$ cat src/sv/m2u_pkg.sv
`default_nettype none

package m2u_pkg;

    // Field widths fixed by the packet format.
    localparam int CABLE_W = 2;
    localparam int BYTE_W  = 8;
    localparam int NIB_W   = 4;
    localparam int POS_W   = 3;

    localparam int NUM_CABLES_DEF = 3;

    // Code index numbers.
    localparam logic [NIB_W-1:0] CIN_COMMON2     = 4'h2;
    localparam logic [NIB_W-1:0] CIN_COMMON3     = 4'h3;
    localparam logic [NIB_W-1:0] CIN_SYSEX       = 4'h4;
    localparam logic [NIB_W-1:0] CIN_SYSEX_END1  = 4'h5;
    localparam logic [NIB_W-1:0] CIN_VOICE_LO    = 4'h8;
    localparam logic [NIB_W-1:0] CIN_VOICE_2BYTE = 4'hc;
    localparam logic [NIB_W-1:0] CIN_PRESSURE    = 4'hd;
    localparam logic [NIB_W-1:0] CIN_PITCH_BEND  = 4'he;
    localparam logic [NIB_W-1:0] CIN_SINGLE      = 4'hf;

    // Status nibbles and system bytes.
    localparam logic [NIB_W-1:0]  HI_NOTE_OFF      = 4'h8;
    localparam logic [NIB_W-1:0]  HI_CTRL_CHANGE   = 4'hb;
    localparam logic [NIB_W-1:0]  HI_PROG_CHANGE   = 4'hc;
    localparam logic [NIB_W-1:0]  HI_CHAN_PRESSURE = 4'hd;
    localparam logic [NIB_W-1:0]  HI_PITCH_BEND    = 4'he;
    localparam logic [NIB_W-1:0]  HI_SYSTEM        = 4'hf;
    localparam logic [BYTE_W-1:0] BYTE_SYSEX_START = 8'hf0;
    localparam logic [BYTE_W-1:0] BYTE_MTC_QFRAME  = 8'hf1;
    localparam logic [BYTE_W-1:0] BYTE_SONG_POS    = 8'hf2;
    localparam logic [BYTE_W-1:0] BYTE_SONG_SEL    = 8'hf3;
    localparam logic [BYTE_W-1:0] BYTE_SYSEX_END   = 8'hf7;
    localparam logic [BYTE_W-1:0] BYTE_REALTIME    = 8'hf8;

    // Packet lengths and fill positions, counted in bytes including the header.
    localparam logic [POS_W-1:0] LEN_ONE   = 3'd2;
    localparam logic [POS_W-1:0] LEN_TWO   = 3'd3;
    localparam logic [POS_W-1:0] LEN_THREE = 3'd4;

    // Per-cable state as held in the state memory.
    typedef struct packed {
        logic [NIB_W-1:0]  cin;
        logic [BYTE_W-1:0] b1;
        logic [BYTE_W-1:0] b2;
        logic [BYTE_W-1:0] b3;
        logic [POS_W-1:0]  fill;
        logic [POS_W-1:0]  len;
    } t_state;

    // Control flags from the packer to the pipeline.
    typedef struct packed {
        logic emit;
        logic write;
    } t_pk_ctl;

endpackage

`default_nettype wire

$ cat src/sv/m2u_state_mem.sv
`default_nettype none

module m2u_state_mem #(
    parameter int NUM_CABLES = m2u_pkg::NUM_CABLES_DEF,
    parameter int IDX_W      = (NUM_CABLES > 1) ? $clog2(NUM_CABLES) : 1
) (
    input  wire logic              i_clk,
    input  wire logic              i_rst_n,
    input  wire logic              i_rd_en,
    input  wire logic [IDX_W-1:0]  i_rd_idx,
    input  wire logic              i_wr_en,
    input  wire logic [IDX_W-1:0]  i_wr_idx,
    input  wire m2u_pkg::t_state   i_wr_data,
    output m2u_pkg::t_state        o_rd_data
);
    import m2u_pkg::*;

    t_state                mem [NUM_CABLES];
    logic [NUM_CABLES-1:0] r_vld;
    t_state                r_rd;
    logic                  r_rd_vld;
    logic                  r_byp_hit;
    t_state                r_byp;

    always_ff @(posedge i_clk) begin
        if (i_wr_en) begin
            mem[i_wr_idx] <= i_wr_data;
        end
    end

    always_ff @(posedge i_clk) begin
        if (i_rd_en) begin
            r_rd <= mem[i_rd_idx];
            r_byp <= i_wr_data;
        end
    end

    // Valid bits make a never written entry read as the all-zero reset state.
    always_ff @(posedge i_clk) begin
        if (!i_rst_n) begin
            r_vld     <= '0;
            r_rd_vld  <= 1'b0;
            r_byp_hit <= 1'b0;
        end else begin
            if (i_wr_en) begin
                r_vld[i_wr_idx] <= 1'b1;
            end
            if (i_rd_en) begin
                r_rd_vld  <= r_vld[i_rd_idx];
                r_byp_hit <= i_wr_en && (i_wr_idx == i_rd_idx);
            end
        end
    end

    // A write in the same cycle as the read of the same entry is forwarded.
    always_comb begin
        if (r_byp_hit) begin
            o_rd_data = r_byp;
        end else if (r_rd_vld) begin
            o_rd_data = r_rd;
        end else begin
            o_rd_data = '0;
        end
    end

endmodule

`default_nettype wire

$ cat src/sv/m2u_packer.sv
`default_nettype none

module m2u_packer (
    input  wire m2u_pkg::t_state                   i_state,
    input  wire logic [m2u_pkg::CABLE_W-1:0]       i_cable,
    input  wire logic [m2u_pkg::BYTE_W-1:0]        i_byte,
    output m2u_pkg::t_state                        o_state,
    output m2u_pkg::t_pk_ctl                       o_ctl,
    output logic [m2u_pkg::BYTE_W-1:0]             o_header,
    output logic [m2u_pkg::BYTE_W-1:0]             o_first,
    output logic [m2u_pkg::BYTE_W-1:0]             o_second,
    output logic [m2u_pkg::BYTE_W-1:0]             o_third
);
    import m2u_pkg::*;

    logic [NIB_W-1:0] hi;
    logic [1:0]       pos;
    t_state           ns;
    logic             done;

    assign hi  = i_byte[BYTE_W-1 -: NIB_W];
    assign pos = i_state.fill[1:0];

    always_comb begin
        ns = i_state;
        if (i_state.fill == '0) begin
            ns.fill = LEN_ONE;
            ns.len  = LEN_THREE;
            if (i_state.cin == CIN_SYSEX) begin
                if (i_byte == BYTE_SYSEX_END) begin
                    ns.cin = CIN_SYSEX_END1;
                    ns.len = LEN_ONE;
                end
                ns.b1 = i_byte;
            end else if (hi < HI_NOTE_OFF && i_state.cin >= CIN_VOICE_LO
                         && i_state.cin < CIN_SINGLE) begin
                // Running status: the stored status byte is reused.
                ns.b2   = i_byte;
                ns.fill = LEN_TWO;
                if (!(i_state.cin < CIN_VOICE_2BYTE || i_state.cin == CIN_PITCH_BEND)) begin
                    ns.len = LEN_TWO;
                end
            end else if ((hi >= HI_NOTE_OFF && hi <= HI_CTRL_CHANGE)
                         || hi == HI_PITCH_BEND) begin
                ns.cin = hi;
                ns.b1  = i_byte;
            end else if (hi == HI_PROG_CHANGE || hi == HI_CHAN_PRESSURE) begin
                ns.cin = hi;
                ns.b1  = i_byte;
                ns.len = LEN_TWO;
            end else if (hi == HI_SYSTEM) begin
                if (i_byte == BYTE_SYSEX_START) begin
                    ns.cin = CIN_SYSEX;
                end else if (i_byte == BYTE_MTC_QFRAME || i_byte == BYTE_SONG_SEL) begin
                    ns.cin = CIN_COMMON2;
                    ns.len = LEN_TWO;
                end else if (i_byte == BYTE_SONG_POS) begin
                    ns.cin = CIN_COMMON3;
                end else begin
                    ns.cin = CIN_SINGLE;
                    ns.len = LEN_ONE;
                end
                ns.b1 = i_byte;
            end else begin
                ns.cin = CIN_SINGLE;
                ns.b1  = i_byte;
                ns.len = LEN_ONE;
            end
        end else begin
            case (pos)
                2'd1:    ns.b1  = i_byte;
                2'd2:    ns.b2  = i_byte;
                2'd3:    ns.b3  = i_byte;
                default: ns.cin = i_byte[NIB_W-1:0];
            endcase
            ns.fill = {1'b0, pos} + 3'd1;
            if (i_state.cin == CIN_SYSEX && i_byte == BYTE_SYSEX_END) begin
                ns.cin = CIN_SYSEX + {2'b00, pos};
                ns.len = ns.fill;
            end
        end

        done = (ns.fill >= LEN_ONE) && (ns.len <= ns.fill);
        if (done) begin
            if (ns.len <= 3'd1) begin
                ns.b1 = '0;
            end
            if (ns.len <= 3'd2) begin
                ns.b2 = '0;
            end
            if (ns.len <= 3'd3) begin
                ns.b3 = '0;
            end
            ns.fill = '0;
        end
    end

    always_comb begin
        if (i_byte >= BYTE_REALTIME) begin
            // Real-time bytes pass straight through and leave the state alone.
            o_state     = i_state;
            o_ctl.emit  = 1'b1;
            o_ctl.write = 1'b0;
            o_header    = {2'b00, i_cable, CIN_SINGLE};
            o_first     = i_byte;
            o_second    = '0;
            o_third     = '0;
        end else begin
            o_state     = ns;
            o_ctl.emit  = done;
            o_ctl.write = 1'b1;
            o_header    = {2'b00, i_cable, ns.cin};
            o_first     = ns.b1;
            o_second    = ns.b2;
            o_third     = ns.b3;
        end
    end

endmodule

`default_nettype wire

$ cat src/sv/midi_bytes_to_usb_midi_packets_top.sv
`default_nettype none
// An accepted byte is registered together with its cable's state read; when it completes an
// event packet, the packer's result moves into the output register and shows on o_valid.
// Throughput: one byte per cycle on any mix of cables while i_ready does not stall the output;
// the rate is set by the read-modify-write of the per-cable state memory, whose write is forwarded.
// Reset (i_rst_n low at a clock edge) empties the pipeline and the output register and
// clears the per-cable valid bits, so every cable starts from the all-zero state at once.
module midi_bytes_to_usb_midi_packets_top #(
    parameter int NUM_CABLES = m2u_pkg::NUM_CABLES_DEF
) (
    input  wire logic                          i_clk,
    input  wire logic                          i_rst_n,
    input  wire logic                          i_valid,
    output logic                               o_ready,
    input  wire logic [m2u_pkg::CABLE_W-1:0]   i_cable,
    input  wire logic [m2u_pkg::BYTE_W-1:0]    i_midi_byte,
    output logic                               o_valid,
    input  wire logic                          i_ready,
    output logic [m2u_pkg::BYTE_W-1:0]         o_header_byte,
    output logic [m2u_pkg::BYTE_W-1:0]         o_payload_first,
    output logic [m2u_pkg::BYTE_W-1:0]         o_payload_second,
    output logic [m2u_pkg::BYTE_W-1:0]         o_payload_third
);
    import m2u_pkg::*;

    localparam int IDX_W = (NUM_CABLES > 1) ? $clog2(NUM_CABLES) : 1;
    localparam int EXT_W = (IDX_W > CABLE_W) ? IDX_W : CABLE_W;

    // The pipeline has two steps. On the accepting edge the cable's state entry is read
    // from the state memory. In the following cycle the packer updates that state; once the
    // second step may move on, the new state is written back and a finished event packet moves
    // into the output register. A byte for the same cable right behind gets the written state forwarded.

    logic [EXT_W-1:0]  w_cab_ext;
    logic [IDX_W-1:0]  w_idx;
    logic              w_in_range;
    logic              w_accept;

    logic              r_s1_valid;
    logic [CABLE_W-1:0] r_s1_cable;
    logic [BYTE_W-1:0] r_s1_byte;
    logic [EXT_W-1:0]  w_s1_ext;
    logic [IDX_W-1:0]  w_s1_idx;

    t_state            w_old_state;
    t_state            w_new_state;
    t_pk_ctl           w_ctl;
    logic [BYTE_W-1:0] w_hdr;
    logic [BYTE_W-1:0] w_first;
    logic [BYTE_W-1:0] w_second;
    logic [BYTE_W-1:0] w_third;
    logic              w_s1_go;
    logic              w_wr_en;

    logic              r_out_valid;
    logic [BYTE_W-1:0] r_out_hdr;
    logic [BYTE_W-1:0] r_out_first;
    logic [BYTE_W-1:0] r_out_second;
    logic [BYTE_W-1:0] r_out_third;

    assign w_cab_ext  = EXT_W'(i_cable);
    assign w_idx      = w_cab_ext[IDX_W-1:0];
    assign w_s1_ext   = EXT_W'(r_s1_cable);
    assign w_s1_idx   = w_s1_ext[IDX_W-1:0];
    assign w_in_range = 32'(i_cable) < 32'(NUM_CABLES);

    // The item in the second step may move on unless it has a packet to give and the
    // output register is still holding one that nobody takes this cycle.
    assign w_s1_go  = !(w_ctl.emit && r_out_valid && !i_ready);
    assign o_ready  = !r_s1_valid || w_s1_go;
    assign w_accept = i_valid && o_ready;
    assign w_wr_en  = r_s1_valid && w_s1_go && w_ctl.write;

    m2u_state_mem #(
        .NUM_CABLES (NUM_CABLES),
        .IDX_W      (IDX_W)
    ) u_mem (
        .i_clk     (i_clk),
        .i_rst_n   (i_rst_n),
        .i_rd_en   (w_accept && w_in_range),
        .i_rd_idx  (w_idx),
        .i_wr_en   (w_wr_en),
        .i_wr_idx  (w_s1_idx),
        .i_wr_data (w_new_state),
        .o_rd_data (w_old_state)
    );

    m2u_packer u_packer (
        .i_state  (w_old_state),
        .i_cable  (r_s1_cable),
        .i_byte   (r_s1_byte),
        .o_state  (w_new_state),
        .o_ctl    (w_ctl),
        .o_header (w_hdr),
        .o_first  (w_first),
        .o_second (w_second),
        .o_third  (w_third)
    );

    // Bytes on a cable beyond the configured count are taken and dropped here.
    always_ff @(posedge i_clk) begin
        if (!i_rst_n) begin
            r_s1_valid <= 1'b0;
        end else if (o_ready) begin
            r_s1_valid <= w_accept && w_in_range;
        end
    end

    always_ff @(posedge i_clk) begin
        if (w_accept) begin
            r_s1_cable <= i_cable;
            r_s1_byte  <= i_midi_byte;
        end
    end

    always_ff @(posedge i_clk) begin
        if (!i_rst_n) begin
            r_out_valid <= 1'b0;
        end else if (r_s1_valid && w_s1_go && w_ctl.emit) begin
            r_out_valid <= 1'b1;
        end else if (i_ready) begin
            r_out_valid <= 1'b0;
        end
    end

    always_ff @(posedge i_clk) begin
        if (r_s1_valid && w_s1_go && w_ctl.emit) begin
            r_out_hdr    <= w_hdr;
            r_out_first  <= w_first;
            r_out_second <= w_second;
            r_out_third  <= w_third;
        end
    end

    assign o_valid          = r_out_valid;
    assign o_header_byte    = r_out_hdr;
    assign o_payload_first  = r_out_first;
    assign o_payload_second = r_out_second;
    assign o_payload_third  = r_out_third;

endmodule

`default_nettype wire
$ cat config.mk
export PLATFORM = sky130hd
export DESIGN_NAME = midi_bytes_to_usb_midi_packets_top
export DESIGN_NICKNAME = d
export VERILOG_FILES = /design/src/sv/m2u_pkg.sv /design/src/sv/m2u_state_mem.sv /design/src/sv/m2u_packer.sv /design/src/sv/midi_bytes_to_usb_midi_packets_top.sv
export SDC_FILE = /design/constraint.sdc
export NUM_CORES = 1
export LEC_CHECK = 0
export ABC_CLOCK_PERIOD_IN_PS = 17400
export BUFFER_PORTS_ARGS = -buffer_cell sky130_fd_sc_hd__buf_2
export CORE_MARGIN = 5
export CORE_UTILIZATION = 66
export CTS_CLUSTER_SIZE = 14
export DETAILED_ROUTE_END_ITERATION = 12
export PLACE_DENSITY = 0.9
export SLEW_MARGIN = 5
export SYNTH_ARGS = -nofsm -noshare
export SYNTH_HDL_FRONTEND = slang
export SYNTH_SLANG_ARGS = --single-unit
$ cat constraint.sdc
create_clock -name i_clk -period 17.4 [get_ports i_clk]
set_clock_uncertainty 0.2 [all_clocks]
set_input_delay 0.87 -clock i_clk [delete_from_list [all_inputs] [get_ports i_clk]]
set_output_delay 0.87 -clock i_clk [all_outputs]
set_load 0.005 [all_outputs]
==> impl_summary.log <==
[metrics] cell with the most instances after synthesis: sky130_fd_sc_hd__edfxtp_1
[metrics] largest delay contributor family on the critical path: compound AO/OA/AOI/OAI gates
[metrics] reg-to-reg critical path endpoint: u_mem.r_rd_vld
[metrics] leading register cell type out of synthesis: sky130_fd_sc_hd__edfxtp_1
[metrics] gate count of the mapped netlist: 690
[metrics] synthesized cell area: 0.00943 mm^2
[metrics] 1st-iter DRT viols: about 700
[metrics] proportion of synthesized flip-flops having asynchronous set or reset: 0%
[metrics] CP startpoint: u_mem.r_byp_hit
[metrics] total negative slack for setup checks: 0 ns
[metrics] critical-path cell with the highest stage delay: sky130_fd_sc_hd__buf_4
[metrics] global-route wire length before repair: 32900 um
[metrics] Global Route Usage Sum: 25.5%
[metrics] number of enable-type register cells in the synthesized netlist: 210
[metrics] reported leakage power: 3.70 nW
[metrics] fin crit share: 34.9%
[metrics] post-synth top area share: between 60% and 70%
[metrics] largest fanout on the critical path: 46
[metrics] WP data required: 16.33 ns
[metrics] number of storage elements in the synthesis netlist: 217
[metrics] outcome: finished clean
[metrics] final count of hold timing violations: 0
[metrics] TritonCTS clock tree: built
[metrics] initial core utilization: 67.7%
[metrics] Slew @ Worst Pin: 1.00 ns
[metrics] maximum number of pins on one net before global-route repair: 75
[metrics] hold-fix buffers at CTS: 0
[metrics] net count of the finished layout: 745
[metrics] count of input and output buffers: 45
[metrics] total of warnings raised by yosys: 0
[metrics] row count: 43
[metrics] number of antenna violations at the first check in global routing: 0
[metrics] number of global-route vias before repair: approximately 6100
[metrics] critical path endpoint category: output pin
[metrics] proportion of layout cells with a drive suffix above 1: 16.6%
[metrics] data arrival time at the worst-slack endpoint: around 5 ns
[metrics] mean post-synth cell area: 13.7 um^2
[metrics] top cell types by occurrence after synthesis: 210 x sky130_fd_sc_hd__edfxtp_1, 67 x sky130_fd_sc_hd__nand2_1, 53 x sky130_fd_sc_hd__o21ai_0
[metrics] CP max stage delay: 0.44 ns
[metrics] DRC violation count after routing: 0
[metrics] average via count per standard cell: 6.54
[metrics] Setup-failing EPs final: 0
[metrics] number of nets still failing antenna checks after routing: 0
[metrics] relative area change from synthesis to final layout: 11.1%
[metrics] buffers plus inverters on the worst setup path: 3
[metrics] total congestion overflow after global routing: 0
[metrics] total count of max-transition violations in the final report: 0
[metrics] number of max-cap violations: 0
[metrics] Yosys top cell by area: sky130_fd_sc_hd__edfxtp_1
[metrics] routed via count: 6021
[metrics] Post CTS Setup Buffer Count: 0
[metrics] die outline height: between 100 and 150 um
[metrics] total wire length: 20900 um
[metrics] Hold WC Path Type: flip-flop to flip-flop
[metrics] Setup crit start kind: flip-flop
[metrics] area of all placed cells without fillers: around 0.010 mm^2
[metrics] total core area: 0.0139 mm^2
[metrics] category of the most critical setup path: flip-flop to output pin
[metrics] maximum level of the CTS H-tree: 1
[metrics] TritonCTS Sinks: 217
[metrics] CTS-repair resized insts: 0
[metrics] later-pin clock latency in the skew report: 0.50 ns
[metrics] number of diodes added for antenna fixing: 0
[metrics] CTS Root Cell: sky130_fd_sc_hd__clkbuf_16
[metrics] post-synth cell types: 73
[metrics] maximum frequency from static timing analysis: 0.165 GHz
[metrics] depth of the critical timing path with buffers and inverters included: 17
[metrics] Total Power Consumption: 1.21 mW
[metrics] Die ar.: 0.0168 mm^2
[metrics] cells on worst reg2reg path: 19
[metrics] PwrDens: 115 mW/mm^2
[metrics] number of optimization iterations in the first detailed-route pass: 6
[metrics] setup repair after global routing missed its margin: no
[metrics] die width: 130 um
[metrics] worst path cell trace: buf_4 -> nor2b_2 -> a22oi_1 -> ha_1 -> and3_1 -> o21ai_0 -> o21ba_4 -> nor2_1 -> ha_1 -> nor2b_1 -> o21a_1 -> o21ai_1 -> o21a_1 -> o21ai_1 -> nor2_2 -> inv_1 -> buf_2
[metrics] buffer depth of the longest clock path: 3
[metrics] clock slew at reported path FFs: approximately 0.060 ns
[metrics] Placement Cell Area: 0.00977 mm^2
[metrics] biggest area contributors in the synthesized netlist: sky130_fd_sc_hd__edfxtp_1 67%, sky130_fd_sc_hd__mux2i_1 3.9%, sky130_fd_sc_hd__o21ai_0 2.8%
[metrics] total clock buffers created by CTS: 23
[metrics] weighted congestion at the end of routability-driven global placement: 0.887
[metrics] CP Capture Point: o_ready
[metrics] Final HPWL DP: 12700 um
[metrics] worst reg2reg path startpoint: u_mem.r_byp_hit
[metrics] total I/O pin count: 48
[metrics] maximum VDD drop: 0.0933 mV
[metrics] wire length per cell: 22.7 um
[metrics] final period demand of the worst path: 6.07 ns
[metrics] slack of the worst reg-to-reg path: 11.73 ns
[metrics] Slew Limit Headroom: about a third
[metrics] Seq/Total Area, Yosys: 68.3%
[worst min path at each step]
stage / from / endpoint / slack [ns] / cells after the start
floorplan: u_mem.r_vld[0] / u_mem.r_vld[0] / 0.23 / 1
global placement: u_mem.r_vld[0] / u_mem.r_vld[0] / 0.24 / 1
detailed placement: u_mem.r_vld[1] / u_mem.r_vld[1] / 0.27 / 1
CTS: u_mem.r_vld[1] / u_mem.r_vld[1] / 0.28 / 1
global route: u_mem.r_vld[1] / u_mem.r_vld[1] / 0.32 / 1
finish: u_mem.r_vld[1] / u_mem.r_vld[1] / 0.29 / 1
[kinds of logic after synthesis]
| family | count (synthesis) | synth area share, % |
|---|---|---|
| buffers and inverters | 57 | 2.76 |
| AOI/OAI and AO/OA | 193 | 14.2 |
| muxes | 38 | 4.05 |
| other | 1 | 0.0397 |
| and+or+nand+nor | 175 | 9.47 |
| DFF | 217 | 68.3 |
| xor gates and xnor gates | 2 | 0.186 |
| adders and majority gates | 7 | 0.928 |
[registers in the layout, indices dropped and copies added, names as in the netlist, 2 cells and up]
signal,count
r_s1_byte,8
u_mem.r_byp,34
r_s1_cable,2
u_mem.r_vld,3
o_payload_third,8
o_payload_second,8
o_payload_first,8
o_header_byte,6
u_mem.r_rd,34
u_mem.mem,102
[stage by stage]
step	cells	hold WS, ns	setup WS, ns	util [%]
4_1_cts	920	0.282	11.43	75.2
2_1_floorplan	691	0.233	10.92	-
6_report	920	0.289	11.33	75.2
3_5_place_dp	879	0.270	11.83	70.1
3_3_place_gp	879	0.241	12.12	70.1
5_1_grt	920	0.316	11.13	75.2
[final cells by class]
type	instances	area (um^2)
sequential	217	6450
multi-input combinational	417	2760
clock inverter	13	119
tap	180	225
timing repair buffer	55	300
clock buffer	28	594
inverter	10	37.5
fill	834	3450
[routing by layer]
| layer | routed length [um] | GRT usage (%) | share of wire, % |
|---|---|---|---|
| met3 | 1820 | 4.04 | 8.7 |
| met4 | 459 | 7.09 | 2.2 |
| met2 | 10400 | 43.4 | 50 |
| met5 | 0 | 0 | 0 |
| met1 | 8220 | 34.6 | 39 |
[power by group]
part / switching [mW] / total (mW) / internal [mW] / leakage [nW]
logic: 0.0838 / 0.122 / 0.0381 / 1.32
registers: 0.0133 / 0.626 / 0.613 / 2.04
clock network: 0.188 / 0.461 / 0.273 / 0.348
[cell usage in the layout, fill, tap and decap left out, types with 4 or more instances in the layout]
cell type and count:
sky130_fd_sc_hd__or3_1 4, sky130_fd_sc_hd__o21ai_0 53, sky130_fd_sc_hd__mux2i_1 37, sky130_fd_sc_hd__a211oi_2 8, sky130_fd_sc_hd__inv_1 10, sky130_fd_sc_hd__clkbuf_16 23
sky130_fd_sc_hd__nand2_1 67, sky130_fd_sc_hd__buf_4 10, sky130_fd_sc_hd__clkbuf_1 5, sky130_fd_sc_hd__nor2b_1 6, sky130_fd_sc_hd__o31ai_1 4, sky130_fd_sc_hd__a211oi_1 10
sky130_fd_sc_hd__dfxtp_1 7, sky130_fd_sc_hd__a22oi_1 30, sky130_fd_sc_hd__or2_1 4, sky130_fd_sc_hd__buf_2 45, sky130_fd_sc_hd__o21ai_1 8, sky130_fd_sc_hd__ha_1 7
sky130_fd_sc_hd__a21oi_1 25, sky130_fd_sc_hd__o22ai_1 12, sky130_fd_sc_hd__nor2_1 45, sky130_fd_sc_hd__clkinv_1 6, sky130_fd_sc_hd__edfxtp_1 210, sky130_fd_sc_hd__nand2b_1 4
sky130_fd_sc_hd__o211ai_1 4, sky130_fd_sc_hd__nand3_1 7, sky130_fd_sc_hd__o21a_1 6, sky130_fd_sc_hd__and2_1 8
No activity file was read; power rests on OpenSTA's default activity.
